--- config.mk ---
export PLATFORM = sky130hd
export DESIGN_NAME = radix_integer_to_ascii_unit
export DESIGN_NICKNAME = d
export VERILOG_FILES = /design/src/hdl/ria_pkg.sv /design/src/hdl/radix_integer_to_ascii_unit.sv /design/src/hdl/ria_front.sv /design/src/hdl/ria_queue.sv /design/src/hdl/ria_back.sv
export SDC_FILE = /design/constraint.sdc
export NUM_CORES = 1
export LEC_CHECK = 0
export ABC_CLOCK_PERIOD_IN_PS = 22800
export BUFFER_PORTS_ARGS = -buffer_cell sky130_fd_sc_hd__buf_2
export CAP_MARGIN = 30
export CORE_ASPECT_RATIO = 1.75
export CORE_UTILIZATION = 45
export CTS_BUF_LIST = sky130_fd_sc_hd__clkbuf_4 sky130_fd_sc_hd__clkbuf_8 sky130_fd_sc_hd__clkbuf_16
export CTS_CLUSTER_SIZE = 10
export DETAILED_ROUTE_END_ITERATION = 8
export PLACE_DENSITY_LB_ADDON = 0.2
export SYNTH_ARGS = -nofsm -noshare
export SYNTH_HDL_FRONTEND = slang
export SYNTH_SLANG_ARGS = --single-unit
--- constraint.sdc ---
create_clock -name clk -period 22.8 [get_ports clk]
set_input_delay 4.56 -clock clk [delete_from_list [all_inputs] [get_ports clk]]
set_output_delay 4.56 -clock clk [all_outputs]
set_load 0.1 [all_outputs]
--- src/hdl/ria_pkg.sv ---
// shared types, constants and helpers for the radix integer to ascii unit
package ria_pkg;

  localparam int DEF_VALUE_WIDTH = 64;
  localparam int DEF_MAX_RADIX   = 36;

  localparam int MAG_W    = 64;
  localparam int RADIX_W  = 8;
  localparam int CHAR_W   = 8;
  localparam int DIGIT_W  = 6;
  localparam int CHUNK_W  = 8;
  localparam int NCHUNK_W = 4;
  localparam int Q_DEPTH  = 2;

  localparam logic [RADIX_W-1:0] RADIX_MIN = 8'd2;
  localparam logic [DIGIT_W-1:0] DIGIT_TEN = 6'd10;
  localparam logic [CHAR_W-1:0]  ASCII_0   = 8'h30;
  localparam logic [CHAR_W-1:0]  ASCII_A   = 8'h61;
  localparam logic [CHAR_W-1:0]  ASCII_NUL = 8'h00;

  typedef struct packed {
    logic [MAG_W-1:0]   magnitude;
    logic [RADIX_W-1:0] radix;
    logic               negative;
  } cmd_t;

  typedef struct packed {
    logic [CHAR_W-1:0] character;
    logic              minus_first;
    logic              last;
    logic              error;
  } res_t;

  // one classified request waiting for the conversion engine
  typedef struct packed {
    logic [MAG_W-1:0]    value;
    logic [DIGIT_W-1:0]  radix;
    logic                negative;
    logic                error;
    logic [NCHUNK_W-1:0] chunks;
  } entry_t;

  typedef struct packed {
    logic empty;
    logic full;
  } q_status_t;

  typedef enum logic [1:0] {
    ST_IDLE,
    ST_DIV,
    ST_EMIT
  } state_t;

  function automatic logic [CHAR_W-1:0] digit_to_ascii(input logic [DIGIT_W-1:0] d);
    logic [CHAR_W-1:0] ext;
    ext = {{(CHAR_W-DIGIT_W){1'b0}}, d};
    if (d >= DIGIT_TEN) begin
      return CHAR_W'(ext - {{(CHAR_W-DIGIT_W){1'b0}}, DIGIT_TEN} + ASCII_A);
    end
    return CHAR_W'(ext + ASCII_0);
  endfunction

endpackage

--- src/hdl/radix_integer_to_ascii_unit.sv ---
// radix integer to ascii unit: request intake, queue and conversion engine
// each digit takes one division step per significant byte of the value left, then the
//   characters leave one per cycle
// a bad radix gives its single result, with the error flag, through the read stage and output register
// throughput: one request at a time in the engine, up to two more held in the queue
// results leave one per cycle and cannot be stalled; busy is high while the queue is full
// reset clears control state and the queue; the digit store is not cleared
module radix_integer_to_ascii_unit
  import ria_pkg::*;
#(
  parameter int VALUE_WIDTH = DEF_VALUE_WIDTH,
  parameter int MAX_RADIX   = DEF_MAX_RADIX
) (
  input  logic clk,
  input  logic rst,
  input  logic start,
  output logic busy,
  input  cmd_t command,
  output logic strobe,
  output res_t result
);

  entry_t    front_entry;
  entry_t    head;
  logic      push;
  logic      pop;
  q_status_t q_status;

  assign busy = q_status.full;

  ria_front #(
    .VALUE_WIDTH(VALUE_WIDTH),
    .MAX_RADIX  (MAX_RADIX)
  ) u_front (
    .start   (start),
    .command (command),
    .q_status(q_status),
    .push    (push),
    .entry   (front_entry)
  );

  ria_queue u_queue (
    .clk       (clk),
    .rst       (rst),
    .push      (push),
    .push_entry(front_entry),
    .pop       (pop),
    .head      (head),
    .status    (q_status)
  );

  ria_back #(
    .VALUE_WIDTH(VALUE_WIDTH)
  ) u_back (
    .clk     (clk),
    .rst     (rst),
    .head    (head),
    .q_status(q_status),
    .pop     (pop),
    .strobe  (strobe),
    .result  (result)
  );

endmodule

--- src/hdl/ria_front.sv ---
// request intake: radix check, value masking and significant byte count
module ria_front
  import ria_pkg::*;
#(
  parameter int VALUE_WIDTH = DEF_VALUE_WIDTH,
  parameter int MAX_RADIX   = DEF_MAX_RADIX
) (
  input  logic      start,
  input  cmd_t      command,
  input  q_status_t q_status,
  output logic      push,
  output entry_t    entry
);

  localparam int NCH = (VALUE_WIDTH + CHUNK_W - 1) / CHUNK_W;
  localparam logic [MAG_W-1:0] VALUE_MASK = {MAG_W{1'b1}} >> (MAG_W - VALUE_WIDTH);

  logic [MAG_W-1:0]    masked;
  logic [NCHUNK_W-1:0] used_chunks;
  logic                radix_ok;

  assign masked   = command.magnitude & VALUE_MASK;
  assign radix_ok = command.radix inside {[RADIX_MIN : RADIX_W'(MAX_RADIX)]};
  assign push     = start & ~q_status.full;

  // number of bytes up to the highest nonzero one, at least one
  always_comb begin
    used_chunks = NCHUNK_W'(1);
    for (int i = 0; i < NCH; i++) begin
      if (|masked[i*CHUNK_W +: CHUNK_W]) begin
        used_chunks = NCHUNK_W'(i + 1);
      end
    end
  end

  always_comb begin
    entry.value    = masked;
    entry.radix    = command.radix[DIGIT_W-1:0];
    entry.negative = command.negative;
    entry.error    = ~radix_ok;
    entry.chunks   = used_chunks;
  end

endmodule

--- src/hdl/ria_queue.sv ---
// two-entry request queue between intake and conversion engine
module ria_queue
  import ria_pkg::*;
(
  input  logic      clk,
  input  logic      rst,
  input  logic      push,
  input  entry_t    push_entry,
  input  logic      pop,
  output entry_t    head,
  output q_status_t status
);

  localparam int PTR_W = $clog2(Q_DEPTH);

  entry_t                  slots [Q_DEPTH];
  logic [PTR_W-1:0]        wr_ptr;
  logic [PTR_W-1:0]        rd_ptr;
  logic [$clog2(Q_DEPTH+1)-1:0] count;

  assign head         = slots[rd_ptr];
  assign status.empty = (count == '0);
  assign status.full  = (count == ($clog2(Q_DEPTH+1))'(Q_DEPTH));

  always_ff @(posedge clk) begin
    if (push) begin
      slots[wr_ptr] <= push_entry;
    end
  end

  always_ff @(posedge clk) begin
    if (rst) begin
      wr_ptr <= '0;
      rd_ptr <= '0;
      count  <= '0;
    end else begin
      if (push) begin
        wr_ptr <= PTR_W'(wr_ptr + 1'b1);
      end
      if (pop) begin
        rd_ptr <= PTR_W'(rd_ptr + 1'b1);
      end
      if (push && !pop) begin
        count <= count + 1'b1;
      end else if (pop && !push) begin
        count <= count - 1'b1;
      end
    end
  end

endmodule

--- src/hdl/ria_back.sv ---
// conversion engine: byte-wise long division by the radix, digit store, emission
module ria_back
  import ria_pkg::*;
#(
  parameter int VALUE_WIDTH = DEF_VALUE_WIDTH
) (
  input  logic      clk,
  input  logic      rst,
  input  entry_t    head,
  input  q_status_t q_status,
  output logic      pop,
  output logic      strobe,
  output res_t      result
);

  localparam int NCH   = (VALUE_WIDTH + CHUNK_W - 1) / CHUNK_W;
  localparam int PAD_W = NCH * CHUNK_W;
  localparam int IDX_W = (NCH > 1) ? $clog2(NCH) : 1;
  localparam int CNT_W = $clog2(NCH + 1);
  localparam int AW    = $clog2(VALUE_WIDTH);
  localparam int DC_W  = $clog2(VALUE_WIDTH + 1);

  state_t state, state_next;

  logic [PAD_W-1:0]   val;
  logic [DIGIT_W-1:0] radix;
  logic               neg;
  logic [IDX_W-1:0]   chunk_idx;
  logic [CNT_W-1:0]   nch;
  logic [DIGIT_W-1:0] rem;
  logic               top_zero;
  logic [DC_W-1:0]    digit_count;
  logic [AW-1:0]      emit_idx;
  logic               first_pend;

  logic [DIGIT_W-1:0] digit_store [VALUE_WIDTH];

  // read stage
  logic               rd_valid;
  logic               rd_err;
  logic               rd_minus;
  logic               rd_last;
  logic [DIGIT_W-1:0] rd_data;

  // division datapath
  logic [CHUNK_W-1:0] chunk;
  logic [CHUNK_W-1:0] quo;
  logic [DIGIT_W-1:0] rem_out;
  logic               div_first;
  logic               top_zero_eff;
  logic [CNT_W-1:0]   nch_new;
  logic               digit_done;

  // control
  logic start_div;
  logic err_pop;
  logic store_we;
  logic emit_rd;

  assign chunk = val[{chunk_idx, 3'b000} +: CHUNK_W];

  // eight restoring steps, remainder stays below the radix
  always_comb begin
    logic [DIGIT_W:0] t;
    logic [DIGIT_W-1:0] r;
    r = rem;
    quo = '0;
    for (int b = CHUNK_W - 1; b >= 0; b--) begin
      t = {r, chunk[b]};
      if (t >= {1'b0, radix}) begin
        r = DIGIT_W'(t - {1'b0, radix});
        quo[b] = 1'b1;
      end else begin
        r = t[DIGIT_W-1:0];
        quo[b] = 1'b0;
      end
    end
    rem_out = r;
  end

  assign div_first    = (CNT_W'(chunk_idx) == CNT_W'(nch - 1'b1));
  assign top_zero_eff = div_first ? (quo == '0) : top_zero;
  assign nch_new      = top_zero_eff ? CNT_W'(nch - 1'b1) : nch;
  assign digit_done   = (chunk_idx == '0);

  always_comb begin
    state_next = state;
    case (state)
      ST_IDLE: begin
        if (!q_status.empty && !head.error) begin
          state_next = ST_DIV;
        end
      end
      ST_DIV: begin
        if (digit_done && nch_new == '0) begin
          state_next = ST_EMIT;
        end
      end
      ST_EMIT: begin
        if (emit_idx == '0) begin
          state_next = ST_IDLE;
        end
      end
      default: state_next = ST_IDLE;
    endcase
  end

  always_comb begin
    pop       = 1'b0;
    start_div = 1'b0;
    err_pop   = 1'b0;
    store_we  = 1'b0;
    emit_rd   = 1'b0;
    case (state)
      ST_IDLE: begin
        pop       = ~q_status.empty;
        start_div = ~q_status.empty & ~head.error;
        err_pop   = ~q_status.empty & head.error;
      end
      ST_DIV:  store_we = digit_done;
      ST_EMIT: emit_rd = 1'b1;
      default: pop = 1'b0;
    endcase
  end

  always_ff @(posedge clk) begin
    if (rst) begin
      state <= ST_IDLE;
    end else begin
      state <= state_next;
    end
  end

  // digit store, least significant digit at address zero
  always_ff @(posedge clk) begin
    if (store_we) begin
      digit_store[digit_count[AW-1:0]] <= rem_out;
    end
    if (emit_rd) begin
      rd_data <= digit_store[emit_idx];
    end
  end

  always_ff @(posedge clk) begin
    if (start_div) begin
      val      <= head.value[PAD_W-1:0];
      radix    <= head.radix;
      neg      <= head.negative;
      rem      <= '0;
      top_zero <= 1'b0;
      chunk_idx <= IDX_W'(head.chunks[CNT_W-1:0] - 1'b1);
    end else if (state == ST_DIV) begin
      val[{chunk_idx, 3'b000} +: CHUNK_W] <= quo;
      if (digit_done) begin
        rem       <= '0;
        top_zero  <= 1'b0;
        chunk_idx <= IDX_W'(nch_new - 1'b1);
      end else begin
        rem       <= rem_out;
        top_zero  <= top_zero_eff;
        chunk_idx <= IDX_W'(chunk_idx - 1'b1);
      end
    end
  end

  always_ff @(posedge clk) begin
    if (rst) begin
      nch         <= '0;
      digit_count <= '0;
      emit_idx    <= '0;
      first_pend  <= 1'b0;
      rd_valid    <= 1'b0;
      rd_err      <= 1'b0;
      rd_minus    <= 1'b0;
      rd_last     <= 1'b0;
      strobe      <= 1'b0;
    end else begin
      if (start_div) begin
        nch         <= head.chunks[CNT_W-1:0];
        digit_count <= '0;
      end else if (store_we) begin
        nch         <= nch_new;
        digit_count <= DC_W'(digit_count + 1'b1);
        emit_idx    <= digit_count[AW-1:0];
        first_pend  <= 1'b1;
      end else if (emit_rd) begin
        emit_idx   <= AW'(emit_idx - 1'b1);
        first_pend <= 1'b0;
      end

      rd_valid <= emit_rd | err_pop;
      rd_err   <= err_pop;
      rd_minus <= emit_rd & first_pend & neg;
      rd_last  <= err_pop | (emit_rd & (emit_idx == '0));
      strobe   <= rd_valid;
    end
  end

  always_ff @(posedge clk) begin
    if (rd_valid) begin
      result.character   <= rd_err ? ASCII_NUL : digit_to_ascii(rd_data);
      result.minus_first <= rd_minus;
      result.last        <= rd_last;
      result.error       <= rd_err;
    end
  end

  // a digit never reaches the radix
  a_rem_below_radix: assert property (@(posedge clk) disable iff (rst)
    (state == ST_DIV) |-> (rem < radix))
    else $error("division remainder not below radix");

  // the working byte lies inside the significant part
  a_chunk_in_range: assert property (@(posedge clk) disable iff (rst)
    (state == ST_DIV) |-> (nch != '0 && CNT_W'(chunk_idx) < nch))
    else $error("division byte index out of range");

  // the store never overflows
  a_store_bound: assert property (@(posedge clk) disable iff (rst)
    store_we |-> (digit_count < DC_W'(VALUE_WIDTH)))
    else $error("digit store overflow");

  // an error request ends in exactly one result
  a_error_single: assert property (@(posedge clk) disable iff (rst)
    (rd_valid && rd_err) |-> (rd_last && !rd_minus && $past(state) == ST_IDLE))
    else $error("malformed error result");

endmodule
==> impl_metrics.yaml, run 1 <==
grt:
  globalRouteTotalUtil_pct: 21.8
  antenna_found_initial: 1
  met1_usage_pct: 22.4
  grt_pass1_wl_mm: 106
  met2_usage_pct: 43.1
  grt_max_degree: 66
  grt_busiest_layer: "met2"
  grt-ovfl-total: 0
  met3_usage_pct: 2.93
  grt_pass1_vias: 17256
logic_synthesis:
  synth_area_leader_cell: "edfxtp_1"
  synth_area_sq_um: 29300
  synthTopCellsByCount: "edfxtp_1, nor2_1, mux4_2"
  yosysMostFrequentCell: "edfxtp_1"
  synthCells: 1790
  synthTopCellsByArea: "edfxtp_1, mux4_2, mux2i_1, ha_1, dfxtp_1"
  synthFlopType: "edfxtp_1"
  postSynthAreaPerCell_sq_um: 16.3
  ys_seq_elements: 663
  synth-async-reset-ratio_pct: 0
  synth-edff-count: 627
  synthDistinctLibCells: 80
  syn_nets: 1936
  yosysSeqAreaShare_pct: 66.8
  yosysWarnings: 0
  synth_top_area_share_pct: 64.3
layout:
  fill_cells: 5269
  diodes: 0
  drive_above_1_share_pct: 22.3
  fin_nets: 2051
  syn2layout_area_growth_pct: 13.0
  multi_input_area_sq_um: 9270
  seq_area_sq_um: 19600
place:
  routabilityCongestion: 0.841
  post-dp-hpwl_mm: 49.1
  portBuffers: 88
setup_path:
  reg2regPathDepth: 80
  path_max_fanout: 17
  slowest_stage: "edfxtp_1"
  critPathMaxStageDelay_ps: 630
  start_kind: "flip-flop"
  crit_required_ps: 23190
  critical_path_class: "reg2reg"
  cp_common_cell: "ha_1"
  arrival_ps: 21580
  crit_family: "compound AO/OA/AOI/OAI gates"
  cp.depth: 80
  path_buf_inv: 7
  endpoint_kind: "flip-flop"
sta:
  fmax_mhz: 47.2
  rsz0062_at_grt: "false"
  maxSlewHeadroom_pct: 34.6
  period_share_pct: 92.9
  finalMaxSlewViolations: 0
  setup_violations: 0
  hold_viol_final: 0
  fin_tns_setup_ps: 0
  worst_pin_slew_ps: 974
  min_period_ps: 21190
  fin_skew_ps: 21.8
clock_network:
  cts_buffers: 76
  cts_root_buf: "clkbuf_16"
  htree_levels: 3
  clk_latency_ps: 640
  clk_pin_slew_ps: 60
  cts_sinks: 663
  cts_tree: "done"
  clk_path_buf_depth: 3
detailed_routing:
  initialDrtViolationCount: 960
  wl_per_cell_um: 25.5
  vias: 16213
  drc_errors: 0
  drt-total-wl_mm: 70.3
  first_pass_iters: 5
  ant_nets: 0
  vias_per_cell: 5.89
run_status:
  outcome: "finished clean"
floorplanning:
  rows: 123
  die_area_sq_um: 66100
  io_pins: 89
  initial_core_util_pct: 45.5
  chipWidth_um: 195
  core_area_sq_um: 64300
  fp.dieH_um: 339
flow_run:
  cap_violations: 0
min_path:
  hp-class: "reg2reg"
  hold_depth: 0
==> per-layer routing <==
layer	vias up	part of all wire, %
met2	417	58
met5	-	0.024
met3	148	3.5
met1	8289	35
met4	2	4.0
li1	7357	-
==> stage by stage <==
step / cells / instance area, sq um / setup WS (ps) / util, % / hold slack [ps]
global placement: 2628 / 30700 / 2000 / 47.7 / 440
CTS: 2750 / 33000 / 1370 / 51.3 / 469
floorplan: 1790 / 29300 / 3520 / - / 386
finish: 2754 / 33100 / 1610 / 51.4 / 460
global route: 2754 / 33100 / 99.6 / 51.4 / 477
detailed placement: 2635 / 30700 / 1490 / 47.8 / 461
==> flip-flops by register name (all words and copies together) (netlist names), 2 cells and up, named ones only <==
signal and cells:
u_back.digit_store 384, u_queue.slots 152, u_back.val 64, u_back.result 11
u_back.digit_count 6, u_back.emit_idx 6, u_back.radix 6, u_back.rd_data 6
u_back.rem 6, u_back.nch 4, u_back.chunk_idx 3, u_back.state 2
u_queue.count 2
==> placed cells by master (no fill, tap or decap), types with 7 or more instances in the layout <==
| master | Yosys | layout |
|---|---|---|
| clkbuf_16 | 0 | 77 |
| a211oi_1 | 12 | 12 |
| a21oi_1 | 31 | 31 |
| buf_4 | 1 | 25 |
| nand3_1 | 18 | 18 |
| xnor2_1 | 31 | 31 |
| o21a_1 | 9 | 9 |
| a21o_1 | 17 | 17 |
| dfxtp_1 | 36 | 32 |
| nor3_1 | 20 | 20 |
| or3_1 | 8 | 8 |
| nor2_1 | 129 | 128 |
| xor2_1 | 20 | 20 |
| mux4_2 | 126 | 126 |
| o22ai_1 | 66 | 66 |
| edfxtp_1 | 627 | 627 |
| a31oi_1 | 13 | 13 |
| mux2i_1 | 104 | 102 |
| inv_1 | 50 | 50 |
| nand2_1 | 70 | 70 |
| buf_2 | 4 | 92 |
| mux2_2 | 33 | 33 |
| clkbuf_4 | 0 | 31 |
| nor4_1 | 13 | 13 |
| nor2b_1 | 18 | 18 |
| a22oi_1 | 7 | 7 |
| nand2b_1 | 16 | 15 |
| nand4_1 | 14 | 14 |
| ha_1 | 62 | 62 |
| o21ai_0 | 39 | 38 |
| fa_1 | 8 | 8 |
==> timing repair <==
action	in CTS	in global routing
endpoints found under the setup margin	0	1
setup buffers	0	0
resized for setup	0	1
hold buffers	0	0
==> worst reg2reg max path, delay by kind of cell, from the launching register on <==
family	cells	cell delay [ps]
buffers and inverters	7	890
AOI/OAI and AO/OA	36	9020
DFF	1	630
muxes	14	5780
and+or+nand+nor	14	2110
adders and majority gates	9	2530
==> area by class of cell <==
cell class | instances | share of cell area, %
repair buffers | 122 | 2.29
well taps | 812 | 3.07
inverters | 51 | 0.579
clock buffers | 107 | 6.51
flip-flops and latches | 663 | 59.2
clock inverters | 8 | 0.359
multi-input cells | 991 | 28.0
==> worst paths after layout <==
kind / slack [ps] / from / end
max: 1610 / u_back.chunk_idx[0] / u_back.chunk_idx[2]
min: 460 / u_back.rd_last / u_back.result[1]
max reg2reg: 1610 / u_back.chunk_idx[0] / u_back.chunk_idx[2]
min reg2reg: 460 / u_back.rd_last / u_back.result[1]
==> logic make-up (layout without fill, tap and decap cells) <==
| kind of cell | count (synthesis) | in the layout | synth area share [%] |
|---|---|---|---|
| flops | 663 | 663 | 66.8 |
| xor+xnor | 51 | 51 | 1.53 |
| buf+inv | 136 | 288 | 1.77 |
| mux | 270 | 270 | 15.0 |
| fa+ha+maj | 70 | 70 | 3.20 |
| compound gates | 255 | 255 | 6.05 |
| simple gates | 345 | 345 | 5.69 |
Power of run 1 is not shown: default switching activity piles up to over one toggle a cycle in this logic, so the estimate is an artifact.
==> run 2: changes to the inputs <==
--- a/config.mk
+++ b/config.mk
@@ -8,7 +8,6 @@
 export ABC_CLOCK_PERIOD_IN_PS = 22800
 export BUFFER_PORTS_ARGS = -buffer_cell sky130_fd_sc_hd__buf_2
 export CAP_MARGIN = 30
-export CORE_ASPECT_RATIO = 1.75
 export CORE_UTILIZATION = 45
 export CTS_BUF_LIST = sky130_fd_sc_hd__clkbuf_4 sky130_fd_sc_hd__clkbuf_8 sky130_fd_sc_hd__clkbuf_16
 export CTS_CLUSTER_SIZE = 10
==> run 2 against run 1 <==
Compared with the run above:
- via count increased by 0.72%
- final cell count grew 1.7%
- design area increased by 0.34%
- sequential share of layout area fell by 0.21 points
- routed wire length down 5.7%
- critical path type unchanged
- core utilization up 0.16 points
- die area is essentially flat
==> impl_metrics.yaml, run 2 (synthesized netlist as in run 1, its figures left out) <==
run_status:
  outcome: "finished clean"
floorplanning:
  rows: 93
  core_area_sq_um: 64300
  die_area_sq_um: 66100
  fp.dieH_um: 257
  initial_core_util_pct: 45.5
  io_pins: 89
  chipWidth_um: 257
sta:
  period_share_pct: 91.7
  fmax_mhz: 47.8
  maxSlewHeadroom_pct: 32.7
  fin_skew_ps: 33.1
  setup_violations: 0
  rsz0062_at_grt: "false"
  hold_viol_final: 0
  worst_pin_slew_ps: 1000
  finalMaxSlewViolations: 0
  min_period_ps: 20920
  whs_ps: 401
  fin_tns_setup_ps: 0
detailed_routing:
  wl_per_cell_um: 23.7
  vias_per_cell: 5.83
  drc_errors: 0
  ant_nets: 0
  first_pass_iters: 6
  drt-total-wl_mm: 66.3
  initialDrtViolationCount: 1430
  vias: 16329
setup_path:
  critPathMaxStageDelay_ps: 760
  arrival_ps: 21290
  start_kind: "flip-flop"
  slowest_stage: "mux2i_4"
  crit_family: "compound AO/OA/AOI/OAI gates"
  crit_required_ps: 23170
  critical_path_class: "reg2reg"
  endpoint_kind: "flip-flop"
  path_max_fanout: 40
  path_buf_inv: 9
layout:
  syn2layout_area_growth_pct: 13.4
  diodes: 0
  largest_reg_flops: 384
  final_common_cell: "edfxtp_1"
  drive_above_1_share_pct: 22.5
  final_cell_mix: "edfxtp_1, nor2_1, mux4_2, mux2i_1, buf_2"
  fin_nets: 2051
  fill_cells: 5163
grt:
  grt-ovfl-total: 0
  grt_pass1_wl_mm: 102
  antenna_found_initial: 1
  globalRouteTotalUtil_pct: 20.4
  grt_max_degree: 88
  grt_pass1_vias: 16509
clock_network:
  clk_pin_slew_ps: 50
  cts_setup_buffers: 0
  cts_sinks: 663
  cts_tree: "done"
  cts_buffers: 79
  clk_latency_ps: 620
  cts_root_buf: "clkbuf_16"
  hold_buffers: 0
  clk_path_buf_depth: 3
  cts_resized: 0
  htree_levels: 3
place:
  routabilityCongestion: 0.840
  portBuffers: 88
  post-dp-hpwl_mm: 44.2
flow_run:
  cap_violations: 0
min_path:
  hp-class: "reg2reg"
-- run 2: worst register-to-register path: cells and delay by family (launching register included) --
family	cells	cell delay [ps]
AND/OR/NAND/NOR	12	1800
adder cells (fa/ha/maj)	8	2120
buffers and inverters	9	1700
flip-flops	1	320
AO/OA/AOI/OAI	31	8000
multiplexers	15	6750
-- run 2: routing by layer --
| layer | share of wire (%) | global-route usage (%) | vias to the layer above |
|---|---|---|---|
| li1 | - | - | 7391 |
| met1 | 44 | 28.8 | 8321 |
| met2 | 48 | 32.5 | 529 |
| met3 | 5.8 | 3.28 | 88 |
| met4 | 2.0 | 6.07 | 0 |
| met5 | 0 | 0 | - |
-- run 2: layout make-up --
| cell class | count | area, sq um | area share (%) |
|---|---|---|---|
| clock inverters | 9 | 106 | 0.321 |
| well taps | 855 | 1070 | 3.22 |
| multi-input cells | 991 | 9280 | 28.0 |
| clock buffers | 113 | 2300 | 6.92 |
| repair buffers | 119 | 681 | 2.05 |
| flip-flops and latches | 663 | 19600 | 58.9 |
| inverters | 51 | 191 | 0.577 |
-- run 2: through the flow --
step / cell area [sq um] / instances / util, % / setup slack [ps]
floorplan: 29300 / 1790 / - / 3520
global placement: 30700 / 2671 / 47.7 / 2570
detailed placement: 30800 / 2679 / 47.8 / 1960
CTS: 33200 / 2801 / 51.6 / 1860
global route: 33200 / 2801 / 51.6 / 124
finish: 33200 / 2801 / 51.6 / 1880
-- run 2: final timing paths --
path,from,endpoint,slack [ps],depth (start not counted)
hold / removal,u_back.rd_minus,u_back.result[2],400,0
hold reg to reg,u_back.rd_minus,u_back.result[2],400,0
setup / recovery,u_back.chunk_idx[0],u_back.digit_store[23][0],1880,75
setup reg to reg,u_back.chunk_idx[0],u_back.digit_store[23][0],1880,75
Power of run 2 is left out for the same reason.
